## config.mk

```make
export PLATFORM = sky130hd
export DESIGN_NAME = sign_magnitude_fixed_point_alu
export DESIGN_NICKNAME = d
export VERILOG_FILES = /design/src/hw/rtl/smfx_pkg.sv /design/src/hw/rtl/smfx_front.sv /design/src/hw/rtl/smfx_div_cell.sv /design/src/hw/rtl/sign_magnitude_fixed_point_alu.sv
export SDC_FILE = /design/constraint.sdc
export NUM_CORES = 2
export LEC_CHECK = 0
export BUFFER_PORTS_ARGS = -buffer_cell sky130_fd_sc_hd__buf_4
export CORE_ASPECT_RATIO = 1.1
export CORE_UTILIZATION = 68
export DETAILED_ROUTE_END_ITERATION = 8
export PLACE_DENSITY = 0.87
export SLEW_MARGIN = 0
export SYNTH_ARGS = -nofsm -noshare
export SYNTH_HDL_FRONTEND = slang
export SYNTH_HIERARCHICAL = 1
export SYNTH_SLANG_ARGS = --single-unit
```

## constraint.sdc

```tcl
create_clock -name clock -period 23.8 [get_ports clock]
set_input_delay 0 -clock clock [delete_from_list [all_inputs] [get_ports clock]]
set_output_delay 0 -clock clock [all_outputs]
set_load 0.05 [all_outputs]
```

## src/hw/rtl/smfx_pkg.sv

```systemverilog
// Shared constants, types and helpers for the sign-magnitude fixed-point ALU.
package smfx_pkg;

   localparam int FRAC_BITS = 14;
   localparam int MAG_W     = FRAC_BITS + 1;
   localparam int SUM_W     = MAG_W + 2;
   localparam int PROD_W    = 2 * MAG_W;
   localparam int WIDE_W    = MAG_W + 2;
   localparam int DIV_STEPS = MAG_W;

   localparam logic [MAG_W-1:0]  MAX_MAG   = {MAG_W{1'b1}};
   localparam logic [PROD_W:0]   FRAC_MASK = {{(PROD_W + 1 - FRAC_BITS){1'b0}}, {FRAC_BITS{1'b1}}};

   typedef enum logic [1:0] {
      FUNC_ADD = 2'd0,
      FUNC_SUB = 2'd1,
      FUNC_MUL = 2'd2,
      FUNC_DIV = 2'd3
   } func_type;

   // One item in flight. Items that need no division carry their final
   // magnitude in mag; a division in progress shifts its quotient into mag.
   typedef struct packed {
      logic             run;
      logic             neg;
      logic [MAG_W-1:0] mag;
      logic [MAG_W-1:0] rem;
      logic [MAG_W-1:0] dvs;
      logic             nbit;
   } tok_type;

   function automatic logic [MAG_W-1:0] sat_mag(input logic [WIDE_W-1:0] v);
      logic [MAG_W-1:0] r;
      begin
         if (v > WIDE_W'(MAX_MAG)) begin
            r = MAX_MAG;
         end else begin
            r = v[MAG_W-1:0];
         end
         return r;
      end
   endfunction

endpackage

```

## src/hw/rtl/smfx_front.sv

```systemverilog
// Front stage: operand decode, add/subtract, multiply and divide setup.
module smfx_front
   import smfx_pkg::*;
(
   input  logic                 clock,
   input  logic                 reset,
   input  logic                 in_valid,
   output logic                 in_ready,
   input  logic [1:0]           in_func,
   input  logic                 in_x_sign,
   input  logic                 in_x_int,
   input  logic [FRAC_BITS-1:0] in_x_frac,
   input  logic                 in_y_sign,
   input  logic                 in_y_int,
   input  logic [FRAC_BITS-1:0] in_y_frac,
   output logic                 out_valid,
   input  logic                 out_ready,
   output tok_type              out_tok
);

   logic              valid_ff;
   logic              valid_in;
   tok_type           tok_ff;
   tok_type           tok_in;

   logic [MAG_W-1:0]  mx;
   logic [MAG_W-1:0]  my;
   logic              sy_eff;
   logic [SUM_W-1:0]  vx;
   logic [SUM_W-1:0]  vy;
   logic [SUM_W-1:0]  sum;
   logic              as_neg;
   logic [SUM_W-1:0]  as_abs;
   logic [PROD_W-1:0] prod;
   logic              mul_neg;
   logic [PROD_W:0]   prod_rnd;
   logic              div_zero;
   logic              div_ovf;
   func_type          func;

   assign func = func_type'(in_func);
   assign mx   = {in_x_int, in_x_frac};
   assign my   = {in_y_int, in_y_frac};

   // add and subtract in two's complement, one guard bit above the magnitude
   assign sy_eff = in_y_sign ^ (func == FUNC_SUB);
   assign vx     = in_x_sign ? (SUM_W'(0) - SUM_W'(mx)) : SUM_W'(mx);
   assign vy     = sy_eff ? (SUM_W'(0) - SUM_W'(my)) : SUM_W'(my);
   assign sum    = vx + vy;
   assign as_neg = sum[SUM_W-1];
   assign as_abs = as_neg ? (SUM_W'(0) - sum) : sum;

   // product floors toward minus infinity: round the magnitude up when negative
   assign prod     = mx * my;
   assign mul_neg  = (in_x_sign ^ in_y_sign) && (prod != '0);
   assign prod_rnd = {1'b0, prod} + (mul_neg ? FRAC_MASK : '0);

   // quotient at or above 2^MAG_W saturates: mx*2^F >= my*2^MAG_W
   assign div_zero = (my == '0);
   assign div_ovf  = {1'b0, mx} >= {my, 1'b0};

   always_comb begin
      tok_in      = '0;
      tok_in.rem  = {1'b0, mx[MAG_W-1:1]};
      tok_in.dvs  = my;
      tok_in.nbit = mx[0];
      case (func)
         FUNC_ADD, FUNC_SUB: begin
            tok_in.neg = as_neg;
            tok_in.mag = sat_mag(WIDE_W'(as_abs[SUM_W-2:0]));
         end
         FUNC_MUL: begin
            tok_in.neg = mul_neg;
            tok_in.mag = sat_mag(prod_rnd[PROD_W:FRAC_BITS]);
         end
         FUNC_DIV: begin
            if (div_zero) begin
               tok_in.neg = in_x_sign && (mx != '0);
               tok_in.mag = MAX_MAG;
            end else if (div_ovf) begin
               tok_in.neg = in_x_sign ^ in_y_sign;
               tok_in.mag = MAX_MAG;
            end else begin
               tok_in.run = 1'b1;
               tok_in.neg = in_x_sign ^ in_y_sign;
            end
         end
         default: begin
            tok_in.mag = '0;
         end
      endcase
   end

   assign in_ready = !valid_ff || out_ready;
   assign valid_in = in_ready ? in_valid : valid_ff;

   always_ff @(posedge clock) begin
      if (reset) begin
         valid_ff <= 1'b0;
      end else begin
         valid_ff <= valid_in;
      end
   end

   always_ff @(posedge clock) begin
      if (in_ready && in_valid) begin
         tok_ff <= tok_in;
      end
   end

   assign out_valid = valid_ff;
   assign out_tok   = tok_ff;

endmodule

```

## src/hw/rtl/smfx_div_cell.sv

```systemverilog
// One restoring-division cell: resolves one quotient bit per item.
module smfx_div_cell
   import smfx_pkg::*;
(
   input  logic    clock,
   input  logic    reset,
   input  logic    in_valid,
   output logic    in_ready,
   input  tok_type in_tok,
   output logic    out_valid,
   input  logic    out_ready,
   output tok_type out_tok
);

   logic           valid_ff;
   logic           valid_in;
   tok_type        tok_ff;
   tok_type        tok_in;
   logic [MAG_W:0] rem_sh;
   logic [MAG_W:0] diff;
   logic           ge;

   assign rem_sh = {in_tok.rem, in_tok.nbit};
   assign diff   = rem_sh - {1'b0, in_tok.dvs};
   assign ge     = rem_sh >= {1'b0, in_tok.dvs};

   always_comb begin
      tok_in = in_tok;
      if (in_tok.run) begin
         tok_in.rem  = ge ? diff[MAG_W-1:0] : rem_sh[MAG_W-1:0];
         tok_in.mag  = {in_tok.mag[MAG_W-2:0], ge};
         tok_in.nbit = 1'b0;
      end
   end

   assign in_ready = !valid_ff || out_ready;
   assign valid_in = in_ready ? in_valid : valid_ff;

   always_ff @(posedge clock) begin
      if (reset) begin
         valid_ff <= 1'b0;
      end else begin
         valid_ff <= valid_in;
      end
   end

   always_ff @(posedge clock) begin
      if (in_ready && in_valid) begin
         tok_ff <= tok_in;
      end
   end

   assign out_valid = valid_ff;
   assign out_tok   = tok_ff;

   // partial remainder stays below the divisor throughout a division
   a_rem_below_dvs: assert property (@(posedge clock) disable iff (reset)
      valid_ff && tok_ff.run |-> tok_ff.rem < tok_ff.dvs)
      else $error("division remainder not below divisor");

endmodule

```

## src/hw/rtl/sign_magnitude_fixed_point_alu.sv

```systemverilog
// Top level of the saturating sign-magnitude Q1.F fixed-point ALU.
//
// Usage:
//   Request channel (req_*): req_func selects add, subtract, multiply or
//   divide; the two operands arrive as sign, integer bit and fraction bits.
//   A transfer happens at a rising edge with req_valid high and req_stall low.
//   Response channel (rsp_*): sign, integer bit and fraction bits of the
//   saturated result; a transfer happens with rsp_valid high, rsp_stall low.
//   Every request gives exactly one response, in request order.
// Stages and throughput:
//   A request passes one front stage (decode, add/subtract, multiply), a
//   chain of 15 division cells that each resolve one quotient bit, and the
//   output register. All operations travel the same chain, so order is
//   kept. One transfer per cycle is sustained while rsp_stall stays low.
// Reset (synchronous, active high) empties every stage; no item survives.
// Stall: each stage advances when it is empty or its successor advances, so
//   bubbles close up; a stalled response holds and the chain fills behind it
//   before req_stall rises.
module sign_magnitude_fixed_point_alu
   import smfx_pkg::*;
(
   input  logic                 clock,
   input  logic                 reset,
   input  logic                 req_valid,
   output logic                 req_stall,
   input  logic [1:0]           req_func,
   input  logic                 req_x_sign,
   input  logic                 req_x_int,
   input  logic [FRAC_BITS-1:0] req_x_frac,
   input  logic                 req_y_sign,
   input  logic                 req_y_int,
   input  logic [FRAC_BITS-1:0] req_y_frac,
   output logic                 rsp_valid,
   input  logic                 rsp_stall,
   output logic                 rsp_r_sign,
   output logic                 rsp_r_int,
   output logic [FRAC_BITS-1:0] rsp_r_frac
);

   // position 0 is the front stage, positions 1..DIV_STEPS the division cells
   logic [DIV_STEPS:0] chain_valid;
   logic [DIV_STEPS:0] chain_ready;
   tok_type            chain_tok [DIV_STEPS+1];
   logic               front_ready;
   logic               out_ready;

   logic               rsp_valid_ff;
   logic               rsp_valid_in;
   logic               rsp_sign_ff;
   logic [MAG_W-1:0]   rsp_mag_ff;
   tok_type            last_tok;

   smfx_front u_front (
      .clock     (clock),
      .reset     (reset),
      .in_valid  (req_valid),
      .in_ready  (front_ready),
      .in_func   (req_func),
      .in_x_sign (req_x_sign),
      .in_x_int  (req_x_int),
      .in_x_frac (req_x_frac),
      .in_y_sign (req_y_sign),
      .in_y_int  (req_y_int),
      .in_y_frac (req_y_frac),
      .out_valid (chain_valid[0]),
      .out_ready (chain_ready[0]),
      .out_tok   (chain_tok[0])
   );

   // row of division cells; cell k takes from position k and feeds k+1
   for (genvar k = 0; k < DIV_STEPS; k++) begin : g_cell
      smfx_div_cell u_cell (
         .clock     (clock),
         .reset     (reset),
         .in_valid  (chain_valid[k]),
         .in_ready  (chain_ready[k]),
         .in_tok    (chain_tok[k]),
         .out_valid (chain_valid[k+1]),
         .out_ready (chain_ready[k+1]),
         .out_tok   (chain_tok[k+1])
      );
   end

   // output register: load whenever empty or the held response transfers
   assign out_ready              = !rsp_valid_ff || !rsp_stall;
   assign chain_ready[DIV_STEPS] = out_ready;
   assign last_tok               = chain_tok[DIV_STEPS];
   assign rsp_valid_in           = out_ready ? chain_valid[DIV_STEPS] : rsp_valid_ff;

   always_ff @(posedge clock) begin
      if (reset) begin
         rsp_valid_ff <= 1'b0;
      end else begin
         rsp_valid_ff <= rsp_valid_in;
      end
   end

   // drop the sign of a zero result
   always_ff @(posedge clock) begin
      if (out_ready && chain_valid[DIV_STEPS]) begin
         rsp_sign_ff <= last_tok.neg && (last_tok.mag != '0);
         rsp_mag_ff  <= last_tok.mag;
      end
   end

   assign req_stall  = !front_ready;
   assign rsp_valid  = rsp_valid_ff;
   assign rsp_r_sign = rsp_sign_ff;
   assign rsp_r_int  = rsp_mag_ff[MAG_W-1];
   assign rsp_r_frac = rsp_mag_ff[FRAC_BITS-1:0];

   a_no_neg_zero: assert property (@(posedge clock) disable iff (reset)
      rsp_valid |-> !(rsp_r_sign && !rsp_r_int && (rsp_r_frac == '0)))
      else $error("negative zero on response");

   a_stall_only_when_full: assert property (@(posedge clock) disable iff (reset)
      req_stall |-> (&chain_valid) && rsp_valid && rsp_stall)
      else $error("request stalled with room in the chain");

   a_full_chain_stalls: assert property (@(posedge clock) disable iff (reset)
      (&chain_valid) && rsp_valid && rsp_stall |-> req_stall)
      else $error("request taken into a full stalled chain");

   a_drain_shifts: assert property (@(posedge clock) disable iff (reset)
      chain_valid[DIV_STEPS] && out_ready |=> rsp_valid)
      else $error("finished item lost before output register");

endmodule
```

**After elaboration in Yosys (flattened, before gate mapping)**

Index checks and enable logic that the tools add are counted.

- Register bits after elaboration: 768
- Input bits: 38
- Word-level logic and storage cells: 260

- Add/subtract/negate cells: 20
- $mul: 1
- Magnitude comparators: 18
- Equal/unequal tests: 3
- Multiplexer cells: 40
- Bitwise operators: 3
- Reduce and logical (&&, ||, !) cells: 63

Operators by type and width:

| operator | number |
|---|---|
| 30-bit 2-to-1 mux | 15 |
| 15-bit 2-to-1 mux | 18 |
| 15-bit subtractor | 15 |
| 16-bit by 15-bit greater-or-equal comparator with 1-bit output | 14 |
| 16-bit case mux with 3 select lines | 1 |
| 17-bit 2-to-1 mux | 2 |
| 16-bit 2-to-1 mux | 2 |
| 1-bit by 15-bit subtractor with 16-bit output, first input constant | 2 |
| 30-bit by 31-bit adder with 31-bit output | 1 |
| 15-bit by 15-bit multiplier with 30-bit output | 1 |
| 15-bit nonzero test | 2 |
| 30-bit nonzero test | 1 |
| 1-bit logical AND | 20 |
| 1-bit logical NOT | 19 |
| 17-bit adder | 1 |
| 17-bit by 15-bit greater-than comparator with 1-bit output, second input constant | 1 |
| 1-bit logical OR | 17 |
| 15-bit by 16-bit greater-or-equal comparator with 1-bit output | 1 |
| 16-bit by 15-bit greater-than comparator with 1-bit output, second input constant | 1 |
| 1-bit by 16-bit subtractor with 16-bit output, first input constant | 1 |
| 15-bit greater-or-equal comparator | 1 |
| 15-bit logical NOT | 1 |
| 14-bit 2-to-1 mux | 1 |
| 2-bit == test, second input constant | 2 |
| other kinds (6) | 8 |

**Logic depth before layout (Yosys ltp)**

- Depth after elaboration: 19
- Mapped depth: 37
- Gate-level depth less buffers: 34

**Cells and area by module**

Netlist, hierarchy kept.

By module, submodules not included:

| module | times used | cells each | area each (um^2) | sequential area each (um^2) |
|---|---|---|---|---|
| smfx_div_cell (g_cell[0].u_cell ...) | 13 | 238 | 2,793.9 | 1,461.4 |
| smfx_front | 1 | 1,452 | 12,733.5 | 1,431.4 |
| smfx_div_cell (g_cell[1].u_cell ...) | 2 | 249 | 2,872.8 | 1,461.4 |
| sign_magnitude_fixed_point_alu | 1 | 28 | 559.3 | 500.5 |

**Worst setup path before layout**

Ideal clock, no wire load.

- Path kind: input-to-reg
- From: in req_y_int
- To: reg u_front.tok_ff, in the netlist u_front/out_tok[37] (data pin)
- Data arrival time: 8.958 ns
- Required time: 23.620 ns
- Setup slack: 14.662 ns
- Cell stages on the path: 33
- Buffers on the path: 3
- Cell sequence: clkbuf_1 > clkbuf_1 > nand2_1 > fa_1 > fa_1 > inv_1 > fa_1 > fa_1 > fa_1 > inv_1 > fa_1 > inv_1 > ha_1 > clkbuf_1 > a21oi_1 > o22ai_1 > a221oi_1 > o21ai_1 > xor2_1 > a2111o_1 > nor4bb_1 > a41oi_1 > ha_1 > nand4_1 > a211oi_1 > a31oi_1 > a41o_1 > nor4_4 > nand4_2 > nor4_4 > a41oi_2 > and3_4 > a221oi_1

RTL lines:

| element | line | text |
|---|---|---|
| start: declaration | sign_magnitude_fixed_point_alu.sv:31 | `input logic req_y_int,` |
| end signal: assignment | smfx_front.sv:107 | `tok_ff <= tok_in;` |
| end: declaration | smfx_front.sv:23 | `tok_type tok_ff;` |

==> results.md <==
| Metric | Value | Unit |
|---|---|---|
| Count of yosys warnings during synthesis | 6 | - |
| Worst Path Arrival | 10.37 | ns |
| GRT overflow | 0 | - |
| Number of buffers inserted during clock tree synthesis | 80 | - |
| Num rows | 107 | - |
| Number of antenna-violating nets in the routed design | 0 | - |
| Period Utilization, post-route | 41.8 | % |
| Area used by sequential logic in the layout | 0.0229 | mm2 |
| Post-Synthesis Cell Area | 0.0537 | mm2 |
| Violated checks | design-rule violations | - |
| Cell at the slowest stage of the critical path | fa_1 | - |
| Multi-input gate area | 0.0276 | mm2 |
| Startpoint kind of the worst setup timing path | input port | - |
| Number of global-route vias before repair | 38600 | - |
| Final-report setup violation count | 0 | - |
| Initial drt markers | 3221 | - |
| Die span in x | 270 | um |
| Cell repeated most along the worst path | fa_1 | - |
| Setup repair after global routing missed its margin | false | - |
| Layout overhead on the synthesized area | 7.18 | % |
| Effective utilization at floorplan | 69.1 | % |
| Clock period minus final worst setup slack | 9.96 | ns |
| Input/output buffers | 55 | - |
| Worst VDD drop | 0.170 | mV |
| Vias after detailed routing | 37900 | - |
| Setup slack, reg-to-reg | 19.00 | ns |
| Kind of path behind the tightest hold check | input port to flip-flop | - |
| Placeable core area | 0.0778 | mm2 |
| Post-CTS clock slew at the launch and capture registers of the worst setup and hold paths | 0.06 | ns |
| Avg Cell Area, Syn | 10.9 | um2 |
| Leakage | 23.9 | nW |
| Clock root buffer | clkbuf_16 | - |
| Maximum number of pins on one net before global-route repair | 49 | - |
| Post-detailed-route via-to-cell ratio | 6.29 | - |
| DP Wirelength | 92800 | um |
| Global-route wire length before repair | 203000 | um |
| Type of destination of the critical path | flip-flop | - |
| Residual DRC | 1 | - |
| Final worst clock skew | 0.0800 | ns |
| CTS tree | built | - |
| Area of the die | 0.0801 | mm2 |
| Overall routed net length | 129000 | um |
| Power, Total | 5.80 | mW |
| Number of buffers inserted by hold repair at cts | 38 | - |
| TritonCTS sink count | 768 | - |
| Startpoint-to-endpoint class of the critical path | input port to flip-flop | - |
| Sum Neg Setup Slack | 0 | ns |
| Routed length per placed instance | 21.4 | um |
| Required time worst endpoint | 24.21 | ns |
| Fraction of layout cells with a size suffix above 1 | 11.5 | % |
| Final hold violation count | 0 | - |
| Overall fraction of global-route tracks in use | 32.1 | % |
| Power per unit of standard cell area | 101 | mW/mm2 |
| Fmax | 100 | MHz |
| Max-cap violations | 0 | - |
| Routability congestion estimate | 0.937 | - |
| Maximum number of buffers from clock root to sink | 3 | - |
| Worst slew pin tran | 1.24 | ns |
| Buffers inserted during post-CTS setup optimization | 0 | - |
| Remaining max-slew budget at the tightest pin | 17.5 | % |
| Post-layout net count | 5526 | - |
| Worst-skew pair later-pin latency | 0.67 | ns |
| 1st-pass router iterations | 7 | - |
| Filler cell count | 4938 | - |
| I/O pin count | 56 | - |
| Delay of the slowest cell on the worst path | 0.58 | ns |
| Final-report max-slew violation count | 0 | - |
| Status | finished with violations | - |
| Number of cells produced by synthesis | 4930 | - |
| Post-synth net total | 5530 | - |
| Crit path max fanout | 19 | - |
| CTS HTree Levels | 3 | - |
| Resized cells post-CTS | 0 | - |
| Height of the die | 297 | um |
| Antenna violations before repair | 2 | - |
==> placed cells by master (no fill, tap or decap), drive strengths merged, types with 22 or more instances in the layout <==
cell type,count
a2bb2oi,37
a221o,24
edfxtp,751
mux2i,113
ha,379
fa,183
nand4b,26
buf,74
clkbuf,94
mux2,242
a31oi,30
nor2b,76
xnor2,154
xor2,69
nand4,35
inv,553
a211o,40
and3,22
nand2,327
dlygate4sd3,38
o21ai,147
and2,133
o21a,83
nand3,52
a21oi,375
clkinv,39
nand2b,34
nor3,61
a21o,98
nor2,374
or3,22
==> worst max-delay path: cells and delay by family <==
kind | cells | cell delay [ns]
AND/OR/NAND/NOR | 8 | 2.28
adder cells (fa/ha/maj) | 8 | 3.88
AO/OA/AOI/OAI | 11 | 2.95
buffers and inverters | 7 | 1.22
==> routing by layer <==
layer / wire, um / global-route usage, %
met2: 67100 / 58.5
met4: 9110 / 21.0
met5: 0 / 0
met3: 6550 / 4.01
met1: 46300 / 34.8
==> metrics by stage <==
step	setup slack (ns)	hold WS, ns	util (%)	cells	instance area, um2
3_3_place_gp	14.21	0.245	70.0	5841	54400
4_1_cts	13.98	0.144	74.0	6025	57600
5_1_grt	13.33	0.193	74.0	6026	57600
3_5_place_dp	13.98	0.270	70.0	5841	54400
6_report	13.84	0.211	74.0	6027	57600
2_1_floorplan	14.66	0.0691	-	4930	53700
==> flip-flops by register name, indices dropped and copies added, names as in the netlist <==
name / cells
u_front/out_tok: 47
u_front/out_valid: 1
rsp_r_sign: 1
g_cell.u_cell/out_tok: 688
g_cell.u_cell/out_valid: 15
rsp_valid: 1
rsp_mag_ff: 15
==> where the power goes <==
part	internal, mW	switching (mW)
Clock	0.750	0.556
Sequential	1.52	0.0242
Combinational	1.08	1.87
==> layout make-up <==
| type | instances | share of cell area, % |
|---|---|---|
| Timing Repair Buffer | 112 | 1.63 |
| Tap cell | 1035 | 2.25 |
| Clock buffer | 94 | 3.64 |
| Sequential cell | 768 | 39.8 |
| Antenna cell | 2 | 0.00869 |
| Clock inverter | 52 | 1.17 |
| Multi-Input combinational cell | 3413 | 48.0 |
| Inverter | 551 | 3.59 |
==> worst paths after layout <==
check,depth (start not counted),to,start
max reg2reg,18,u_front/out_tok[32],rsp_valid
min reg2reg,0,g_cell[4].u_cell/out_tok[46],g_cell[3].u_cell/out_tok[46]
min,2,u_front/out_tok[0],req_x_frac[0]
max,34,u_front/out_tok[37],req_x_frac[8]
Power figures use the tool's default switching activity.
